**config.mk**
```make
export PLATFORM = sky130hd
export DESIGN_NAME = byte_pattern_search_all_offsets
export DESIGN_NICKNAME = d
export VERILOG_FILES = /design/src/sv/bpsao_pkg.sv /design/src/sv/bpsao_cell.sv /design/src/sv/byte_pattern_search_all_offsets.sv
export VERILOG_INCLUDE_DIRS = /design/src /design/src/sv
export SDC_FILE = /design/constraint.sdc
export NUM_CORES = 2
export LEC_CHECK = 0
export BUFFER_PORTS_ARGS = -buffer_cell sky130_fd_sc_hd__buf_2
export CORE_ASPECT_RATIO = 0.8
export CORE_MARGIN = 2
export CORE_UTILIZATION = 52
export DETAILED_ROUTE_END_ITERATION = 16
export GPL_TIMING_DRIVEN = 0
export PLACE_DENSITY_LB_ADDON = 0.1
export SETUP_SLACK_MARGIN = 0.2
export SYNTH_ARGS = -nofsm -noshare
export SYNTH_HDL_FRONTEND = slang
export SYNTH_SLANG_ARGS = --single-unit
export TNS_END_PERCENT = 5
```
**constraint.sdc**
```tcl
create_clock -name i_clk -period 13.55 [get_ports i_clk]
set_input_delay 2.0325 -clock i_clk [delete_from_list [all_inputs] [get_ports i_clk]]
set_output_delay 2.0325 -clock i_clk [all_outputs]
set_load 0.01 [all_outputs]
```
**src/sv/byte_pattern_search_all_offsets_macros.svh**
```systemverilog
// Assertion macros shared by the search block.
`ifndef BYTE_PATTERN_SEARCH_ALL_OFFSETS_MACROS_SVH
`define BYTE_PATTERN_SEARCH_ALL_OFFSETS_MACROS_SVH

// Same-cycle implication, checked outside reset.
`define BPSAO_ASSERT_NOW(label, clk, rst_n, ante, cons, msg) \
    label: assert property (@(posedge clk) disable iff (!(rst_n)) (ante) |-> (cons)) \
        else $error(msg);

// Next-cycle implication, checked outside reset.
`define BPSAO_ASSERT_NEXT(label, clk, rst_n, ante, cons, msg) \
    label: assert property (@(posedge clk) disable iff (!(rst_n)) (ante) |=> (cons)) \
        else $error(msg);

`endif

```
**src/sv/bpsao_pkg.sv**
```systemverilog
package bpsao_pkg;

    localparam int PATTERN_MAX = 64;
    localparam int OFFSET_BITS = 32;
    localparam int LEN_W       = $clog2(PATTERN_MAX + 1);
    localparam int OUT_OFF_W   = 32;

    localparam logic [OFFSET_BITS-1:0] COUNT_MAX = {OFFSET_BITS{1'b1}};

    localparam logic CMD_PATTERN     = 1'b0;
    localparam logic CMD_TEXT        = 1'b1;
    localparam logic KIND_MATCH      = 1'b0;
    localparam logic KIND_SUMMARY    = 1'b1;
    localparam logic STATUS_OK       = 1'b0;
    localparam logic STATUS_OVERFLOW = 1'b1;

    // Per-cycle commands broadcast to every cell of the chain.
    typedef struct packed {
        logic shift_pat;
        logic shift_text;
        logic clear_win;
    } t_cell_ctl;

    typedef struct packed {
        logic                 kind;
        logic [OUT_OFF_W-1:0] offset;
        logic                 found;
        logic                 status;
        logic                 last;
    } t_result;

endpackage

```
**src/sv/bpsao_cell.sv**
```systemverilog
module bpsao_cell (
    input  logic                 i_clk,
    input  logic                 i_rst_n,
    input  bpsao_pkg::t_cell_ctl i_ctl,
    input  logic [7:0]           i_pat_byte,
    input  logic [7:0]           i_win_byte,
    input  logic                 i_used,
    output logic [7:0]           o_pat_byte,
    output logic [7:0]           o_win_byte,
    output logic                 o_used,
    output logic                 o_hit
);

    logic [7:0] r_pat;
    logic [7:0] r_win;
    logic       r_used;

    // Pattern byte: shifts in reversed order, so this cell lines up with its window tap.
    always_ff @(posedge i_clk) begin
        if (i_ctl.shift_pat) begin
            r_pat <= i_pat_byte;
        end
    end

    always_ff @(posedge i_clk) begin
        if (!i_rst_n) begin
            r_win  <= 8'd0;
            r_used <= 1'b0;
        end else begin
            if (i_ctl.clear_win) begin
                r_win <= 8'd0;
            end else if (i_ctl.shift_text) begin
                r_win <= i_win_byte;
            end
            if (i_ctl.shift_pat) begin
                r_used <= i_used;
            end
        end
    end

    // Compare against the byte arriving this cycle, i.e. the window after the shift.
    assign o_hit      = !r_used || (i_win_byte == r_pat);
    assign o_pat_byte = r_pat;
    assign o_win_byte = r_win;
    assign o_used     = r_used;

endmodule

```
**src/sv/byte_pattern_search_all_offsets.sv**
```systemverilog
// Byte pattern search: load a pattern of up to 64 bytes (cmd 0, is_last on the final
// byte), then stream text bytes (cmd 1); each offset where the pattern matches the
// newest text bytes gives a match result (only a scan's first unless find_all is
// set), and the last text byte gives a summary (found flag, overflow status) and
// starts a fresh scan. A row of 64 compare cells holds the reversed pattern and the
// text window; each shifts on a byte of its kind, and all cells compare in the cycle
// the byte is taken. One input byte is accepted per clock while the output side takes
// results; a text byte that yields both a match and a summary holds the input until
// the second result drains. find_all takes effect from the next text byte.
module byte_pattern_search_all_offsets (
    input  logic        i_clk,
    input  logic        i_rst_n,
    input  logic        i_cfg_wr_en,
    input  logic        i_cfg_wr_data,   // find_all
    input  logic        s_axis_tvalid,
    output logic        s_axis_tready,
    input  logic [7:0]  s_axis_tdata,    // [7:0] data_byte
    input  logic        s_axis_tuser,    // [0] cmd
    input  logic        s_axis_tlast,    // is_last
    output logic        m_axis_tvalid,
    input  logic        m_axis_tready,
    output logic [39:0] m_axis_tdata,    // [31:0] match_offset, [32] found_any,
                                         // [33] status, [39:34] zero
    output logic        m_axis_tuser,    // [0] kind
    output logic        m_axis_tlast     // last_result
);

    localparam int PatMax = bpsao_pkg::PATTERN_MAX;
    localparam int LenW   = bpsao_pkg::LEN_W;
    localparam int OffW   = bpsao_pkg::OFFSET_BITS;
    localparam int OutW   = bpsao_pkg::OUT_OFF_W;

    logic                 r_find_all;
    logic [LenW-1:0]      r_len;
    logic                 r_ovf;
    logic                 r_loading;
    logic [OffW-1:0]      r_count;
    logic                 r_seen;

    logic                 r_v0;
    logic                 r_v1;
    bpsao_pkg::t_result   r_d0;
    bpsao_pkg::t_result   r_d1;

    logic                 s_acc;
    logic                 pop;
    logic                 is_text;
    logic                 is_pat;
    logic                 clr_used;
    logic [LenW-1:0]      base_len;
    bpsao_pkg::t_cell_ctl ctl;

    logic [7:0]           w_pat  [PatMax];
    logic [7:0]           w_win  [PatMax];
    logic [PatMax-1:0]    w_used;
    logic [PatMax-1:0]    w_hit;

    logic [OffW-1:0]      n_count;
    logic                 len_ok;
    logic                 match;
    logic                 rep;
    logic                 have_any;
    logic                 two;
    bpsao_pkg::t_result   res_match;
    bpsao_pkg::t_result   res_sum;
    bpsao_pkg::t_result   res_first;

    assign s_axis_tready = !r_v1 && (!r_v0 || m_axis_tready);
    assign s_acc         = s_axis_tvalid && s_axis_tready;
    assign pop           = r_v0 && m_axis_tready;
    assign is_text       = s_axis_tuser == bpsao_pkg::CMD_TEXT;
    assign is_pat        = s_axis_tuser == bpsao_pkg::CMD_PATTERN;

    // A pattern byte outside a load starts a new pattern.
    assign base_len = r_loading ? r_len : '0;
    assign clr_used = s_acc && is_pat && !r_loading;

    always_comb begin
        ctl.shift_pat  = s_acc && is_pat && (base_len < LenW'(PatMax));
        ctl.shift_text = s_acc && is_text;
        ctl.clear_win  = clr_used || (s_acc && is_text && s_axis_tlast);
    end

    for (genvar g = 0; g < PatMax; g++) begin : g_cell
        logic [7:0] pat_in;
        logic [7:0] win_in;
        logic       used_in;

        if (g == 0) begin : g_head
            assign pat_in  = s_axis_tdata;
            assign win_in  = s_axis_tdata;
            assign used_in = 1'b1;
        end else begin : g_body
            assign pat_in  = w_pat[g-1];
            assign win_in  = w_win[g-1];
            assign used_in = w_used[g-1] && !clr_used;
        end

        bpsao_cell u_cell (
            .i_clk      (i_clk),
            .i_rst_n    (i_rst_n),
            .i_ctl      (ctl),
            .i_pat_byte (pat_in),
            .i_win_byte (win_in),
            .i_used     (used_in),
            .o_pat_byte (w_pat[g]),
            .o_win_byte (w_win[g]),
            .o_used     (w_used[g]),
            .o_hit      (w_hit[g])
        );
    end

    assign n_count = (r_count == bpsao_pkg::COUNT_MAX) ? r_count : r_count + OffW'(1);
    assign len_ok  = (r_len != '0) && !r_ovf && (n_count >= OffW'(r_len));
    assign match   = is_text && len_ok && (&w_hit);
    assign rep     = match && (r_find_all || !r_seen);

    always_comb begin
        res_match.kind   = bpsao_pkg::KIND_MATCH;
        res_match.offset = OutW'(n_count - OffW'(r_len));
        res_match.found  = 1'b1;
        res_match.status = bpsao_pkg::STATUS_OK;
        res_match.last   = !s_axis_tlast;

        res_sum.kind     = bpsao_pkg::KIND_SUMMARY;
        res_sum.offset   = '0;
        res_sum.found    = r_seen || match;
        res_sum.status   = r_ovf ? bpsao_pkg::STATUS_OVERFLOW : bpsao_pkg::STATUS_OK;
        res_sum.last     = 1'b1;

        res_first = rep ? res_match : res_sum;
        have_any  = is_text && (rep || s_axis_tlast);
        two       = is_text && rep && s_axis_tlast;
    end

    always_ff @(posedge i_clk) begin
        if (!i_rst_n) begin
            r_find_all <= 1'b0;
            r_len      <= '0;
            r_ovf      <= 1'b0;
            r_loading  <= 1'b0;
            r_count    <= '0;
            r_seen     <= 1'b0;
        end else begin
            if (i_cfg_wr_en) begin
                r_find_all <= i_cfg_wr_data;
            end
            if (s_acc && is_pat) begin
                if (base_len < LenW'(PatMax)) begin
                    r_len <= base_len + LenW'(1);
                    r_ovf <= r_loading && r_ovf;
                end else begin
                    r_len <= base_len;
                    r_ovf <= 1'b1;
                end
                r_loading <= !s_axis_tlast;
                if (!r_loading) begin
                    r_count <= '0;
                    r_seen  <= 1'b0;
                end
            end else if (s_acc && is_text) begin
                r_loading <= 1'b0;
                if (s_axis_tlast) begin
                    r_count <= '0;
                    r_seen  <= 1'b0;
                end else begin
                    r_count <= n_count;
                    r_seen  <= r_seen || match;
                end
            end
        end
    end

    // Two-entry result queue: head drives the output, second holds a trailing summary.
    always_ff @(posedge i_clk) begin
        if (!i_rst_n) begin
            r_v0 <= 1'b0;
            r_v1 <= 1'b0;
        end else if (s_acc && have_any) begin
            r_v0 <= 1'b1;
            r_v1 <= two;
        end else if (pop) begin
            r_v0 <= r_v1;
            r_v1 <= 1'b0;
        end
    end

    always_ff @(posedge i_clk) begin
        if (s_acc && have_any) begin
            r_d0 <= res_first;
            r_d1 <= res_sum;
        end else if (pop) begin
            r_d0 <= r_d1;
        end
    end

    assign m_axis_tvalid = r_v0;
    assign m_axis_tuser  = r_d0.kind;
    assign m_axis_tlast  = r_d0.last;
    assign m_axis_tdata  = {6'd0, r_d0.status, r_d0.found, r_d0.offset};

`include "byte_pattern_search_all_offsets_macros.svh"

    `BPSAO_ASSERT_NOW(a_queue_order, i_clk, i_rst_n, r_v1, r_v0,
        "second result slot filled while head is empty")
    `BPSAO_ASSERT_NOW(a_summary_last, i_clk, i_rst_n,
        m_axis_tvalid && (m_axis_tuser == bpsao_pkg::KIND_SUMMARY), m_axis_tlast,
        "summary result without last flag")
    `BPSAO_ASSERT_NOW(a_ovf_len, i_clk, i_rst_n, r_ovf, r_len == LenW'(PatMax),
        "overflow set with pattern length below store size")
    `BPSAO_ASSERT_NEXT(a_scan_restart, i_clk, i_rst_n,
        s_acc && is_text && s_axis_tlast, (r_count == '0) && !r_seen,
        "scan state not cleared after last text byte")

endmodule

```
# Yosys cells after proc, flatten, opt, wreduce, memory -nomap -nowiden
# Cells that the tools add are included.
# totals
ff_bits,1163
latch_bits,0
ram_bits,0
mem_bits_ro,0
in_bits,16
output_inout_bits,44
word_cells,528
memories,0
# op_classes
add_sub_neg,3
mul,0
div,0
order_cmp,2
n_eq_ne,66
n_shift,0
muxes,22
n_bitwise,2
n_reduce_logical,227
# ops
op,count
$eq A8 B8 Y1,64
$mux W32,5
$mux W36,3
$logic_and A1 B1 Y1,81
$logic_not A1 Y1,71
$logic_or A1 B1 Y1,69
$reduce_and A64 Y1,1
$add A32 B1 Y32 const B,1
$eq A32 B32 Y1 const B,1
$ge A32 B7 Y1,1
$sub A32 B7 Y32,1
$mux W7,2
$mux W1,12
$add A7 B1 Y7 const B,1
$lt A7 B7 Y1 const B,1
$reduce_bool A7 Y1,1
$reduce_bool A2 Y1,2
$ne A2 B2 Y1 const B,1
$not A1 Y1,2
$reduce_and A2 Y1,1
$reduce_or A2 Y1,1

# Longest topological paths before layout
# depth
ltp_word,11
ltp_mapped,20
depth_no_buf,16

# Hierarchy
# From an unflattened synthesis, not the netlist that was laid out.
# hier_totals
hier_cells,3809
hier_area_um2,47553.1
# modules_own_cells
module,n_inst,cells_per_inst,area_per_inst_um2,seq_area_each_um2
bpsao_cell,64,49,656.9,420.4
byte_pattern_search_all_offsets,1,673,5512.8,2042.0

# Worst setup path after synthesis
# Ideal clock, no wire load.
# synth_path
kind,input -> register
from,input port m_axis_tready
to,"register g_cell[0].u_cell.r_pat[0], enable pin"
setup_time_ns,0.857
arrival_ns,12.669
required_time_ns,12.693
path_slack_ns,0.024
cell_stages,5
n_path_buf,0
cell_sequence,inv_1 a211o_1 nor3_1 nor2_1 inv_1
# synth_rtl
item,line_no,rtl
start: declaration,byte_pattern_search_all_offsets.sv:21,"input logic m_axis_tready,"
end signal: assignment,bpsao_cell.sv:21,r_pat <= i_pat_byte;
end: declaration,bpsao_cell.sv:14,logic [7:0] r_pat;

# Worst setup path in the final report
# layout_path
from,register r_count[0]
to,"register r_d0, in the netlist m_axis_tdata[25], enable pin"
# layout_via
elab_chain_len,11
elab_cells_between_ends,12
# layout_lines
item,line_no,rtl
start: declaration,byte_pattern_search_all_offsets.sv:37,logic [OffW-1:0] r_count;
start signal: assignment,byte_pattern_search_all_offsets.sv:167,r_count <= n_count;
$add A32 B1 Y32 or $eq A32 B32 Y1 (tied branches),byte_pattern_search_all_offsets.sv:113,assign n_count = (r_count == bpsao_pkg::COUNT_MAX) ? r_count : r_count + OffW'(1);
$mux W32 *,byte_pattern_search_all_offsets.sv:113,
$ge A32 B7 Y1 *,byte_pattern_search_all_offsets.sv:114,assign len_ok = (r_len != '0) && !r_ovf && (n_count >= OffW'(r_len));
$logic_and A1 B1 Y1 *,byte_pattern_search_all_offsets.sv:114,
$logic_and A1 B1 Y1 * (2 in series),byte_pattern_search_all_offsets.sv:115,assign match = is_text && len_ok && (&w_hit);
$logic_and A1 B1 Y1 *,byte_pattern_search_all_offsets.sv:116,assign rep = match && (r_find_all || !r_seen);
$logic_or A1 B1 Y1 *,byte_pattern_search_all_offsets.sv:132,have_any = is_text && (rep || s_axis_tlast);
$logic_and A1 B1 Y1 *,byte_pattern_search_all_offsets.sv:132,
$logic_and A1 B1 Y1 *,byte_pattern_search_all_offsets.sv:189,if (s_acc && have_any) begin
$reduce_bool A2 Y1 (no source line) *,n/a,
end signal: assignment,byte_pattern_search_all_offsets.sv:190,r_d0 <= res_first;
end signal: assignment,byte_pattern_search_all_offsets.sv:193,r_d0 <= r_d1;
end: declaration,byte_pattern_search_all_offsets.sv:42,bpsao_pkg::t_result r_d0;
# Every way passes the cells marked *; elsewhere a longest branch is shown, timed or not.
# A chain may end at the register's enable or synchronous reset.

==> metrics.md <==
| Metric | Value |
|---|---|
| Nets | `4,510` |
| Finished Cell Area | `51,250 sq um` |
| DR pass1 iterations | `8` |
| Sink Count | `1,163` |
| DP Area | `47,550 sq um` |
| #FFs+latches synth | `between 1,000 and 1,500` |
| M1 WL | `56,500 um` |
| Vias per inst | `5.453` |
| Minimum clock period | `approximately 6.6 ns` |
| Final setup violation count | `0` |
| CTS Buffer Depth | `3` |
| Core box area | `87,140 sq um` |
| Initial Util | `52.27%` |
| DRT antenna net count | `0` |
| CTS tree | `yes` |
| Pin count of the biggest net entering global routing | `42` |
| Tcrit/Tclk final | `49.00%` |
| Critical Path, Cell by Cell | `ha_1, nand4_1, nor4_4, buf_6, nand3_1, clkbuf_1, xnor2_1, ha_1, inv_1, fa_1, a21o_1, a21oi_1, o21ai_0, a21oi_1, nand4_1, or2_1, o311ai_4, buf_6, buf_6, nand3_2` |
| Post-Synthesis Cell Area | `45,550 sq um` |
| Vias in the first global route | `between 20,000 and 30,000` |
| Vias after detailed routing | `31,188` |
| Final Hold Viols | `0` |
| Die width | `about 330 um` |
| Die area | `approximately 90,000 sq um` |
| Slowest stage delay, CP | `0.65 ns` |
| Worst slew pin tran | `1.289 ns` |
| Clock Latency Late Sink | `0.69 ns` |
| # port buffers | `50` |
| Post_cts resized | `0` |
| Crit path from | `r_count[0]` |
| Reg2reg path depth | `20` |
| Hold buffer count at cts | `0` |
| Crit Path Max Fanout | `36` |
| Die H | `268.7 um` |
| Max-Cap Viols | `0` |
| CP endpoint | `m_axis_tdata[25]` |
| WL met3 | `approximately 7000 um` |
| Nature of the critical path endpoint | `register` |
| Filler Cells Inserted | `7,472` |
| CP top delay family | `simple AND/OR/NAND/NOR gates` |
| Final Skew | `0.02743 ns` |
| Distinct cell type count after synthesis | `74` |
| Fraction of layout instances using a drive strength above 1 | `6.135%` |
| Post-synth top area cell | `edfxtp_1` |
| Synth Flop Type | `dfxtp_1` |
| Root Driver | `clkbuf_16` |
| Final Wtd Congestion | `0.9237` |
| CTS H-Tree Depth | `3` |
| Fin. max-slew vios | `0` |
| VDD IR max | `111.7 uV` |
| Sequential area share after synthesis | `a little over three fifths` |
| Hold WC Path Type | `register to register` |
| Post-synthesis cell count | `4,300` |
| Most frequent cells in the layout | `nand2_1, a21oi_1, dfxtp_1` |
| Total track usage | `25.13%` |
| Source of the worst register-to-register timing path | `r_count[0]` |
| Clock slew at reported path FFs | `approximately 0.06 ns` |
| Final Non-Filler Cells | `~5,700` |
| Post-CTS Repair Setup Buffers | `0` |
| Syn_area_per_cell | `10.59 sq um` |
| Levels on crit path | `20` |
| DR iter-0 viols | `2,794` |
| Std cell rows | `97` |
| Share of the synthesized area in the top cell type | `between 30% and 40%` |
| Slack of the critical path | `6.910 ns` |
| Total congestion overflow | `0` |
| EDFF count, synth | `550` |
| Max-slew headroom at the worst pin | `14.10%` |
| Warnings from Yosys | `0` |
| First-pass GRT wire length | `174,000 um` |
| Top routing layer in use | `met4` |
| Critical path class | `register to register` |
| Crit path DAT | `6.80 ns` |
| Worst r2r dst | `m_axis_tdata[25]` |
| Place WS | `slightly below 7 ns` |
| Worst Path Buf+Inv | `5` |
| Leading cell type in the layout, fill and taps excluded | `nand2_1` |
| Post-Route Utilization | `between 50% and 60%` |
| DRC errors left | `0` |
| Area grow syn2layout | `12.52%` |
| FFs w/ async S/R, synth | `0%` |
| PwrDens | `about 150 nW/um^2` |
| CP Launch Type | `register` |
| Worst path required time | `13.71 ns` |
| Wirelength per Cell | `19.91 um` |
| Initial antenna violation count | `3` |
| Inst Count DP | `5,508` |
| Hpwl dp | `82,210 um` |
| Wire length on met2 | `48,450 um` |
| Cell at the slowest stage of the critical path | `nand3_2` |
| Highest achievable clock rate | `about 150 MHz` |
| Drt total wl | `113,900 um` |
| RSZ-0062 raised after global routing | `no` |
| Worst reg2reg setup slack | `about 6.9 ns` |
| CTS buffer count | `roughly 110` |
| Min Hold Slack | `~0.46 ns` |
| Crit path top cell by count | `buf_6` |
| Leakage power | `between 15 and 20 nW` |
| Synth top area cells | `edfxtp_1, dfxtp_1, xnor2_1` |
| Status | `completed` |
| IO Count | `60` |
## flip-flops by register name, summed over array words and instances (netlist names), 2 cells and up
| register | cells |
|---|---|
| g_cell.u_cell.o_pat_byte | 512 |
| g_cell.u_cell.o_win_byte | 504 |
| g_cell.u_cell.o_used | 64 |
| m_axis_tdata | 34 |
| r_count | 32 |
| r_len | 7 |
| r_d1 | 2 |
## how the worst min path moves through the flow
stage | start | end | slack [ns] | cells after the start
finish | g_cell[25].u_cell.o_pat_byte[0] | g_cell[26].u_cell.o_pat_byte[0] | 0.46 | 0
global route | g_cell[22].u_cell.o_pat_byte[5] | g_cell[23].u_cell.o_pat_byte[5] | 0.48 | 0
CTS | g_cell[25].u_cell.o_pat_byte[0] | g_cell[26].u_cell.o_pat_byte[0] | 0.46 | 0
detailed placement | g_cell[63].u_cell.o_used | g_cell[63].u_cell.o_used | 0.45 | 2
global placement | g_cell[63].u_cell.o_used | g_cell[63].u_cell.o_used | 0.44 | 2
floorplan | g_cell[63].u_cell.o_used | g_cell[63].u_cell.o_used | 0.43 | 2
## Yosys cell counts, types with 3 or more instances
library cell	n
buf_6	4
edfxtp_1	550
nand4_2	4
xor2_1	18
or4_1	4
nand2_1	1174
nand3_1	32
a311oi_1	7
a31o_2	4
o211ai_1	3
a32oi_1	3
nand2b_1	3
mux2_2	4
nand4_1	164
nor3_1	22
nor4_1	12
buf_2	6
a21oi_1	613
clkbuf_1	197
dfxtp_1	613
a21o_1	4
and2_1	4
a22oi_1	17
mux2i_1	4
ha_1	9
and3_1	11
buf_4	6
inv_1	21
nor3b_1	4
a31oi_1	6
buf_1	14
xnor2_1	535
nor2_1	83
o21a_1	5
o21ai_0	82
and4_1	5
or3_1	6
nor4_2	4
## layer usage
| metal | vias up | track usage [%] |
|---|---|---|
| met3 | 140 | 3.855 |
| li1 | 15176 | - |
| met4 | 0 | 5.696 |
| met5 | - | 0 |
| met2 | 824 | 36.62 |
| met1 | 15048 | 39.31 |
## worst reg2reg max path, cell delays in order (launching register included)
cell and delay [ns]:
dfxtp_1 0.46, ha_1 0.26, nand4_1 0.29, nor4_4 0.39, buf_6 0.21, nand3_1 0.15
clkbuf_1 0.35, xnor2_1 0.25, ha_1 0.17, inv_1 0.08, fa_1 0.44, a21o_1 0.17
a21oi_1 0.29, o21ai_0 0.18, a21oi_1 0.29, nand4_1 0.37, or2_1 0.45, o311ai_4 0.31
buf_6 0.20, buf_6 0.15, nand3_2 0.65
## area by class of cell
class | instances | area, sq um | share of cell area, %
Clock inverter | 39 | 336.6 | 0.6567
Clock buffer | 171 | 3361 | 6.557
Tap cell | 1138 | 1424 | 2.778
Antenna cell | 1 | 2.502 | 0.004883
Multi-Input combinational cell | 2893 | 15790 | 30.81
Sequential cell | 1163 | 28790 | 56.17
Timing Repair Buffer | 65 | 550.5 | 1.074
Inverter | 22 | 86.33 | 0.1685
Buffer | 227 | 912.1 | 1.780
## per-stage QoR
stage | TNS (ns) | power (W)
after global placement | -1244.38 | 0.004488
after CTS | 0 | 0.007545
after global routing | 0 | 0.007732
after floorplan | 0 | 0.004300
final | 0 | 0.007489
after detailed placement | 0 | 0.004443
## cell families after synthesis
kind of cell / Yosys count / share of synthesized area, %
and+or+nand+nor: 1545 / 14.41
DFF: 1163 / 63.20
AOI/OAI and AO/OA: 768 / 8.985
xor gates and xnor gates: 554 / 10.67
buffers and inverters: 249 / 2.184
adders and majority gates: 10 / 0.2912
muxes: 10 / 0.2472
other: 1 / 0.008233
## power breakdown
part           switching, W  internal [W]
clock               0.00133       0.00179
combinational      0.000272      0.000127
sequential         0.000109       0.00386
Note: power is estimated with default switching activity, not from simulation.
